File: src/design/rmts_pkg.sv
// Shared types, constants and sizes for the rate monotonic task scheduler.
package rmts_pkg;

   // Size of the task table and width of the per-task time counters.
   localparam int MAX_TASKS = 8;
   localparam int TIME_BITS = 16;

   // Width of a task index inside the cell row.
   localparam int IDX_W = (MAX_TASKS > 1) ? $clog2(MAX_TASKS) : 1;

   // Function codes of a request transaction.
   localparam logic FUNC_LOAD = 1'b0;
   localparam logic FUNC_TICK = 1'b1;

   // Reset value of the task count register.
   localparam logic [3:0] TASK_COUNT_RESET = 4'd8;

   typedef logic [TIME_BITS-1:0] time_type;
   typedef logic [IDX_W-1:0]     idx_type;

   // Request payload.
   typedef struct packed {
      logic        func;
      logic [2:0]  task_index;
      logic [15:0] period;
      logic [15:0] budget;
   } req_type;

   // Response payload.
   typedef struct packed {
      logic       ran_valid;
      logic [2:0] ran_task;
      logic       miss;
      logic [2:0] miss_task;
      logic       halted;
   } rsp_type;

   // Running shortest-period candidate handed from cell to cell.
   typedef struct packed {
      logic     found;
      idx_type  idx;
      time_type period;
   } sel_type;

   // First-miss marker handed from cell to cell during the period scan.
   typedef struct packed {
      logic    stop;
      idx_type idx;
   } scan_type;

   // Control broadcast from the sequencer to every cell.
   typedef struct packed {
      logic     load_en;
      idx_type  load_idx;
      time_type load_period;
      time_type load_budget;
      logic     commit_en;
      logic     best_found;
      idx_type  best_idx;
   } cell_ctl_type;

endpackage

File: src/design/rmts_cell.sv
// One task cell: holds a task's timing state and forwards the selection and scan chains.
module rmts_cell (
   input  logic                  clock,
   input  rmts_pkg::idx_type     my_idx,
   input  logic                  active,
   input  rmts_pkg::cell_ctl_type ctl,
   input  rmts_pkg::sel_type     sel_in,
   output rmts_pkg::sel_type     sel_out,
   input  rmts_pkg::scan_type    scan_in,
   output rmts_pkg::scan_type    scan_out
);

   rmts_pkg::time_type period_ff;
   rmts_pkg::time_type budget_ff;
   rmts_pkg::time_type left_ff;
   rmts_pkg::time_type elapsed_ff;
   rmts_pkg::sel_type  sel_ff;
   rmts_pkg::sel_type  sel_in_val;
   rmts_pkg::scan_type scan_ff;
   rmts_pkg::scan_type scan_in_val;

   logic               take;
   logic               is_best;
   rmts_pkg::time_type left_eff;
   rmts_pkg::time_type elapsed_next;
   logic               ends;
   logic               miss_me;

   // This task replaces the candidate when it has budget and a strictly shorter period.
   always_comb begin
      take = active && (left_ff != '0) &&
             (!sel_in.found || (period_ff < sel_in.period));
      if (take) begin
         sel_in_val = '{found: 1'b1, idx: my_idx, period: period_ff};
      end else begin
         sel_in_val = sel_in;
      end
   end

   // Budget after this tick's run, next elapsed count and the miss check.
   always_comb begin
      is_best      = ctl.best_found && (ctl.best_idx == my_idx);
      left_eff     = is_best ? (left_ff - rmts_pkg::time_type'(1)) : left_ff;
      elapsed_next = (elapsed_ff == '1) ? elapsed_ff
                                        : (elapsed_ff + rmts_pkg::time_type'(1));
      ends         = (elapsed_next >= period_ff);
      miss_me      = active && ends && (left_eff != '0);
      if (scan_in.stop) begin
         scan_in_val = scan_in;
      end else if (miss_me) begin
         scan_in_val = '{stop: 1'b1, idx: my_idx};
      end else begin
         scan_in_val = '{stop: 1'b0, idx: '0};
      end
   end

   // Chain stages advance one cell per cycle.
   always_ff @(posedge clock) begin
      sel_ff  <= sel_in_val;
      scan_ff <= scan_in_val;
   end

   // Task state: written by a load, updated once at the end of a tick.
   always_ff @(posedge clock) begin
      if (ctl.load_en && (ctl.load_idx == my_idx)) begin
         period_ff  <= ctl.load_period;
         budget_ff  <= ctl.load_budget;
         left_ff    <= ctl.load_budget;
         elapsed_ff <= '0;
      end else if (ctl.commit_en) begin
         if (active && !scan_in.stop && ends && (left_eff == '0)) begin
            // The period ended with the budget used up, so a new period starts.
            elapsed_ff <= '0;
            left_ff    <= budget_ff;
         end else begin
            left_ff <= left_eff;
            if (active && !scan_in.stop) begin
               elapsed_ff <= elapsed_next;
            end
         end
      end
   end

   assign sel_out  = sel_ff;
   assign scan_out = scan_ff;

endmodule

File: src/design/rate_monotonic_task_scheduler.sv
// Top level of the rate monotonic task scheduler: sequencer, cell row and response register.
//
// Usage: a request transaction either loads one task entry (period, budget) or
// advances time by one tick. Every request yields exactly one response
// transaction with the task that ran, the first task that missed its period
// and the halt flag. Both channels use valid and stall; a transaction moves at
// a rising edge with valid high and stall low.
// The task table lives in a row of MAX_TASKS cells. A tick runs a shortest
// period selection that travels down the row, one cell per cycle, then a
// period scan down the same row, then a commit that writes the response
// register. A load, or a tick while halted, goes straight from acceptance to
// the commit. One request is worked on at a time; req_stall is high until the
// response is written.
// A finished response waits in its register while rsp_stall is high; the next
// request is still accepted and completes its work up to the commit, which
// waits for the register to free. Reset (synchronous) clears the halt flag,
// sets the task count to eight and empties the response register; the task
// table holds no defined value until loaded. csr_wr_en writes the task count.
module rate_monotonic_task_scheduler (
   input  logic              clock,
   input  logic              reset,
   input  logic              req_valid,
   output logic              req_stall,
   input  rmts_pkg::req_type req_data,
   output logic              rsp_valid,
   input  logic              rsp_stall,
   output rmts_pkg::rsp_type rsp_data,
   input  logic              csr_wr_en,
   input  logic [3:0]        csr_wr_data
);

   typedef enum logic [3:0] {
      ST_IDLE   = 4'b0001,
      ST_SELECT = 4'b0010,
      ST_SCAN   = 4'b0100,
      ST_FINISH = 4'b1000
   } state_type;

   state_type            state_ff, state_in;
   rmts_pkg::idx_type    cnt_ff, cnt_in;
   rmts_pkg::req_type    req_ff;
   logic                 halt_ff, halt_in;
   logic [3:0]           task_count_ff;
   rmts_pkg::rsp_type    rsp_ff, rsp_in;
   logic                 rsp_valid_ff, rsp_valid_in;

   rmts_pkg::sel_type    sel_chain  [rmts_pkg::MAX_TASKS+1];
   rmts_pkg::scan_type   scan_chain [rmts_pkg::MAX_TASKS+1];
   logic [rmts_pkg::MAX_TASKS-1:0] active_vec;
   rmts_pkg::cell_ctl_type ctl;

   logic                 req_fire;
   logic                 out_free;
   logic                 finish_fire;
   logic                 is_tick;
   logic                 load_ok;
   logic [31:0]          active_n;
   logic                 last_step;
   logic [rmts_pkg::IDX_W+2:0] best_wide;
   logic [rmts_pkg::IDX_W+2:0] miss_wide;

   // Handshake and decode of the held request.
   always_comb begin
      req_stall   = (state_ff != ST_IDLE);
      req_fire    = req_valid && !req_stall;
      out_free    = !rsp_valid_ff || !rsp_stall;
      finish_fire = (state_ff == ST_FINISH) && out_free;
      is_tick     = (req_ff.func == rmts_pkg::FUNC_TICK);
      load_ok     = (32'(req_ff.task_index) < 32'(rmts_pkg::MAX_TASKS));
      last_step   = (cnt_ff == rmts_pkg::idx_type'(rmts_pkg::MAX_TASKS - 1));
   end

   // Entries below the saturated task count take part in scheduling.
   always_comb begin
      active_n = (32'(task_count_ff) > 32'(rmts_pkg::MAX_TASKS)) ?
                 32'(rmts_pkg::MAX_TASKS) : 32'(task_count_ff);
      for (int i = 0; i < rmts_pkg::MAX_TASKS; i++) begin
         active_vec[i] = (32'(i) < active_n);
      end
   end

   // Broadcast control for the cell row.
   always_comb begin
      ctl.load_en     = finish_fire && !is_tick && load_ok;
      ctl.load_idx    = rmts_pkg::idx_type'(req_ff.task_index);
      ctl.load_period = rmts_pkg::time_type'(req_ff.period);
      ctl.load_budget = rmts_pkg::time_type'(req_ff.budget);
      ctl.commit_en   = finish_fire && is_tick && !halt_ff;
      ctl.best_found  = sel_chain[rmts_pkg::MAX_TASKS].found;
      ctl.best_idx    = sel_chain[rmts_pkg::MAX_TASKS].idx;
   end

   // Chain heads: no candidate yet, no miss yet.
   assign sel_chain[0]  = '{found: 1'b0, idx: '0, period: '0};
   assign scan_chain[0] = '{stop: 1'b0, idx: '0};

   // Row of task cells.
   for (genvar g = 0; g < rmts_pkg::MAX_TASKS; g++) begin : g_cell
      rmts_cell u_cell (
         .clock    (clock),
         .my_idx   (rmts_pkg::idx_type'(g)),
         .active   (active_vec[g]),
         .ctl      (ctl),
         .sel_in   (sel_chain[g]),
         .sel_out  (sel_chain[g+1]),
         .scan_in  (scan_chain[g]),
         .scan_out (scan_chain[g+1])
      );
   end

   // Sequencer: selection pass, scan pass, then commit when the response slot is free.
   always_comb begin
      state_in = state_ff;
      cnt_in   = cnt_ff;
      case (state_ff)
         ST_IDLE: begin
            if (req_fire) begin
               cnt_in = '0;
               if ((req_data.func == rmts_pkg::FUNC_TICK) && !halt_ff) begin
                  state_in = ST_SELECT;
               end else begin
                  state_in = ST_FINISH;
               end
            end
         end
         ST_SELECT: begin
            cnt_in = cnt_ff + rmts_pkg::idx_type'(1);
            if (last_step) begin
               cnt_in   = '0;
               state_in = ST_SCAN;
            end
         end
         ST_SCAN: begin
            cnt_in = cnt_ff + rmts_pkg::idx_type'(1);
            if (last_step) begin
               cnt_in   = '0;
               state_in = ST_FINISH;
            end
         end
         ST_FINISH: begin
            if (out_free) begin
               state_in = ST_IDLE;
            end
         end
         default: begin
            state_in = ST_IDLE;
            cnt_in   = '0;
         end
      endcase
   end

   // Response contents and the halt flag update.
   always_comb begin
      best_wide    = {3'b000, sel_chain[rmts_pkg::MAX_TASKS].idx};
      miss_wide    = {3'b000, scan_chain[rmts_pkg::MAX_TASKS].idx};
      rsp_in       = rsp_ff;
      halt_in      = halt_ff;
      rsp_valid_in = rsp_valid_ff && rsp_stall;
      if (finish_fire) begin
         rsp_valid_in = 1'b1;
         rsp_in       = '0;
         if (!is_tick) begin
            if (load_ok) begin
               halt_in = 1'b0;
            end
            rsp_in.halted = load_ok ? 1'b0 : halt_ff;
         end else if (halt_ff) begin
            rsp_in.halted = 1'b1;
         end else begin
            rsp_in.ran_valid = sel_chain[rmts_pkg::MAX_TASKS].found;
            rsp_in.ran_task  = sel_chain[rmts_pkg::MAX_TASKS].found ? best_wide[2:0] : 3'd0;
            rsp_in.miss      = scan_chain[rmts_pkg::MAX_TASKS].stop;
            rsp_in.miss_task = scan_chain[rmts_pkg::MAX_TASKS].stop ? miss_wide[2:0] : 3'd0;
            rsp_in.halted    = scan_chain[rmts_pkg::MAX_TASKS].stop;
            halt_in          = scan_chain[rmts_pkg::MAX_TASKS].stop;
         end
      end
   end

   // Control registers.
   always_ff @(posedge clock) begin
      if (reset) begin
         state_ff      <= ST_IDLE;
         cnt_ff        <= '0;
         halt_ff       <= 1'b0;
         task_count_ff <= rmts_pkg::TASK_COUNT_RESET;
         rsp_valid_ff  <= 1'b0;
      end else begin
         state_ff     <= state_in;
         cnt_ff       <= cnt_in;
         halt_ff      <= halt_in;
         rsp_valid_ff <= rsp_valid_in;
         if (csr_wr_en) begin
            task_count_ff <= csr_wr_data;
         end
      end
   end

   // Payload registers.
   always_ff @(posedge clock) begin
      if (req_fire) begin
         req_ff <= req_data;
      end
      rsp_ff <= rsp_in;
   end

   assign rsp_valid = rsp_valid_ff;
   assign rsp_data  = rsp_ff;

endmodule

File: config.mk
export PLATFORM = sky130hd
export DESIGN_NAME = rate_monotonic_task_scheduler
export DESIGN_NICKNAME = d
export VERILOG_FILES = /design/src/design/rmts_pkg.sv /design/src/design/rmts_cell.sv /design/src/design/rate_monotonic_task_scheduler.sv
export SDC_FILE = /design/constraint.sdc
export NUM_CORES = 2
export LEC_CHECK = 0
export ABC_CLOCK_PERIOD_IN_PS = 5420
export BUFFER_PORTS_ARGS = -buffer_cell sky130_fd_sc_hd__buf_2
export CAP_MARGIN = 20
export CORE_MARGIN = 2
export CORE_UTILIZATION = 50
export CTS_BUF_LIST = sky130_fd_sc_hd__clkbuf_4
export CTS_CLUSTER_SIZE = 20
export DETAILED_ROUTE_END_ITERATION = 7
export PLACE_DENSITY_LB_ADDON = 0.3
export SLEW_MARGIN = 5
export SYNTH_ARGS = -nofsm -noshare
export SYNTH_HDL_FRONTEND = slang
export SYNTH_HIERARCHICAL = 1
export SYNTH_SLANG_ARGS = --single-unit
File: constraint.sdc
create_clock -name clock -period 5.42 [get_ports clock]
set_input_delay 0.542 -clock clock [delete_from_list [all_inputs] [get_ports clock]]
set_output_delay 0.542 -clock clock [all_outputs]
set_load 0.02 [all_outputs]
==> metrics.yaml <==
rrSetupSlack_ps: 860
clk_latency_ps: 1140
place.gp.congestion: 0.9078
io_pins: 56
min_to: "ctl[16]$_DFFE_PP_"
grt_pass1_vias: 36950
drc: 0
crit_required_ps: 6320
clkTransAtPathRegs_ps: 70
setup_viol: 0
power_density_nw_per_um2: 306.7
fillers: 7870
fmax_ghz: 0.2191
syn2layout_area_growth_pct: 11.17
worst_pin_slew_ps: 1189
placed_area_sq_um: 47160
path_delay_family: "simple AND/OR/NAND/NOR gates"
p_leak_nw: 19.04
viasPerCell: 6.198
cts_buffers: 198
worstPathMaxFanout: 26
seqCellArea_sq_um: 19230
worstSetupPathType: "flop to flop"
reg2reg_from: "g_cell[7].u_cell/elapsed_ff[3]$_SDFFE_PP0P_"
grt_antenna_before_repair: 7
synthCells: 4698
fin_tns_setup_ps: 0
final_cells: 6320
post_cts_resize_count: 0
holdPathStages: 2
crit_path_top_delay_cell: "a2111oi_4"
hold_viol_final: 0
cts_max_path_buffers: 3
core_area_sq_um: 89870
cts_sinks: 746
vdd_ir_drop_max_mv: 0.2017
status: "completed"
detail_route.iter0.violations: 3764
nets: 5271
path_cells: "and4_1 > nand4_1 > or3_1 > nand4b_1 > xnor2_1 > ha_1 > nand4_1 > nor4bb_1 > o311ai_0 > a2111oi_4 > buf_12 > nor3_1 > a211oi_2"
post-dp-hpwl_um: 88450
reg2reg_to: "g_cell[7].u_cell/left_ff[12]$_DFFE_PP_"
dieArea_sq_um: 93090
cp.buffers_inverters: 1
drive_above_1_share_pct: 10.71
numPortBuffers: 55
worst_setup_path_start_kind: "flop"
multiInputGateArea_sq_um: 24560
cap_violations: 0
grt_pass1_wl_um: 204600
slew_headroom_pct: 20.72
utilization_pct: 56.07
worst_hold_path_type: "primary input to flop"
htreeDepth: 4
worstPathArrival_ps: 5460
fin_worst_skew_ps: 95.84
fin_crit_ps: 4564
syn-cell-area_sq_um: 45330
route.vias.total: 39170
ys_warn_count: 6
firstDrtPassIters: 8
dp.cells: 5883
crit_path_max_incr_delay_ps: 780
postRouteAntennaNets: 0
grt_usage_pct: 27.68
final_cell_area_sq_um: 50390
r2r.worst_path.cells: 13
cts_setup_buffers: 0
crit_top_cell: "nand4_1"
hp-start: "req_data[11]"
power_mw: 15.46
dieWidth_um: 305.1
die_h_um: 305.1
cp-end-kind: "flop"
tritoncts: "built"
wl_per_cell_um: 20.87
drt_wl_total_um: 131900
clock-root-buffer: "clkbuf_4"
final_max_slew_viol_count: 0
initial_utilization_pct: 50.44
rsz0062_at_grt: "no"
synth.avg_cell_area_sq_um: 9.649
period_share_pct: 84.21
grt_max_degree: 55
grt_remaining_overflow: 0
rows: 110
==> stage by stage <==
| stage | setup WS [ps] | hold WS (ps) |
|---|---|---|
| after CTS | 946.0 | 23.93 |
| after global routing | 515.5 | 79.91 |
| after global placement | 1095 | 443.6 |
| final | 855.6 | 140.9 |
| after floorplan | 1525 | 416.3 |
| after detailed placement | 985.7 | 452.7 |
==> power breakdown <==
group | internal [mW] | switching [mW]
sequential | 6.46 | 0.618
combinational | 1.21 | 2.00
clock | 2.60 | 2.57
==> worst max-delay path by stage <==
stage / startpoint / depth (start not counted) / end
finish: g_cell[7].u_cell/elapsed_ff[3]$_SDFFE_PP0P_ / 13 / g_cell[7].u_cell/left_ff[12]$_DFFE_PP_
global route: g_cell[4].u_cell/elapsed_ff[4]$_SDFFE_PP0P_ / 13 / g_cell[4].u_cell/elapsed_ff[15]$_SDFFE_PP0P_
CTS: g_cell[7].u_cell/elapsed_ff[3]$_SDFFE_PP0P_ / 13 / g_cell[7].u_cell/left_ff[12]$_DFFE_PP_
detailed placement: g_cell[7].u_cell/elapsed_ff[3]$_SDFFE_PP0P_ / 13 / g_cell[7].u_cell/left_ff[12]$_DFFE_PP_
global placement: g_cell[7].u_cell/elapsed_ff[3]$_SDFFE_PP0P_ / 13 / g_cell[7].u_cell/left_ff[12]$_DFFE_PP_
floorplan: g_cell[7].u_cell/elapsed_ff[3]$_SDFFE_PP0P_ / 15 / g_cell[7].u_cell/left_ff[12]$_DFFE_PP_
==> per-layer routing <==
layer | vias up | track usage (%) | share of wire, % | wire length [um]
li1 | 18620 | - | - | -
met1 | 18780 | 35.48 | 42 | 55350
met2 | 1419 | 44.63 | 47 | 61830
met3 | 349 | 3.880 | 5.8 | 7586
met4 | 0 | 16.34 | 5.4 | 7113
met5 | - | 0 | 0 | 0
==> cell type report <==
type                    instances  area share (%)
diodes                          9         0.04469
clock buffers                 266           3.963
clock inverters               109           1.321
inverters                     303           2.257
multi-input cells            3542           48.73
flip-flops and latches        746           38.16
well taps                    1176           2.920
repair buffers                169           2.612
==> registers in the layout, summed over array words and instances, names as in the netlist <==
register                  cells
g_cell.u_cell/period_ff     128
g_cell.u_cell/scan_out       32
g_cell.u_cell/elapsed_ff    128
g_cell.u_cell/sel_out       144
ctl                          35
g_cell.u_cell/budget_ff     128
is_tick                       1
rsp_valid                     1
state_ff                      4
rsp_data                      9
halt_ff                       1
cnt_ff                        3
task_count_ff                 4
g_cell.u_cell/left_ff       128
==> cells in the final DEF (no fill, tap or decap), types with 23 or more instances in the layout <==
master and instances:
a211oi_1 86, a21o_1 79, a21oi_1 70, a221o_1 71, a221oi_1 38, a311oi_1 105
a31oi_1 55, a32o_1 77, and2_1 57, and3_1 46, buf_2 55, buf_4 58
clkbuf_4 266, clkinv_1 57, clkinv_2 34, conb_1 184, dfxtp_1 317, dlygate4sd3_1 50
edfxtp_1 429, ha_1 266, inv_1 295, nand2_1 222, nand2b_1 60, nand3_1 272
nand4_1 188, nor2_1 378, nor3_1 189, nor3b_1 32, nor4_1 77, o2111ai_1 136
o21a_1 56, o21ai_0 101, o21ai_1 28, o31ai_1 31, or3_1 23, or4_1 35
xnor2_1 178, xor2_1 95
==> repair_timing <==
item / in CTS / in global routing
hold endpoints to repair: 49 / 0
endpoints found under the setup margin: 0 / 0
hold buffers: 50 / 0
Power figures use the tool's default switching activity.
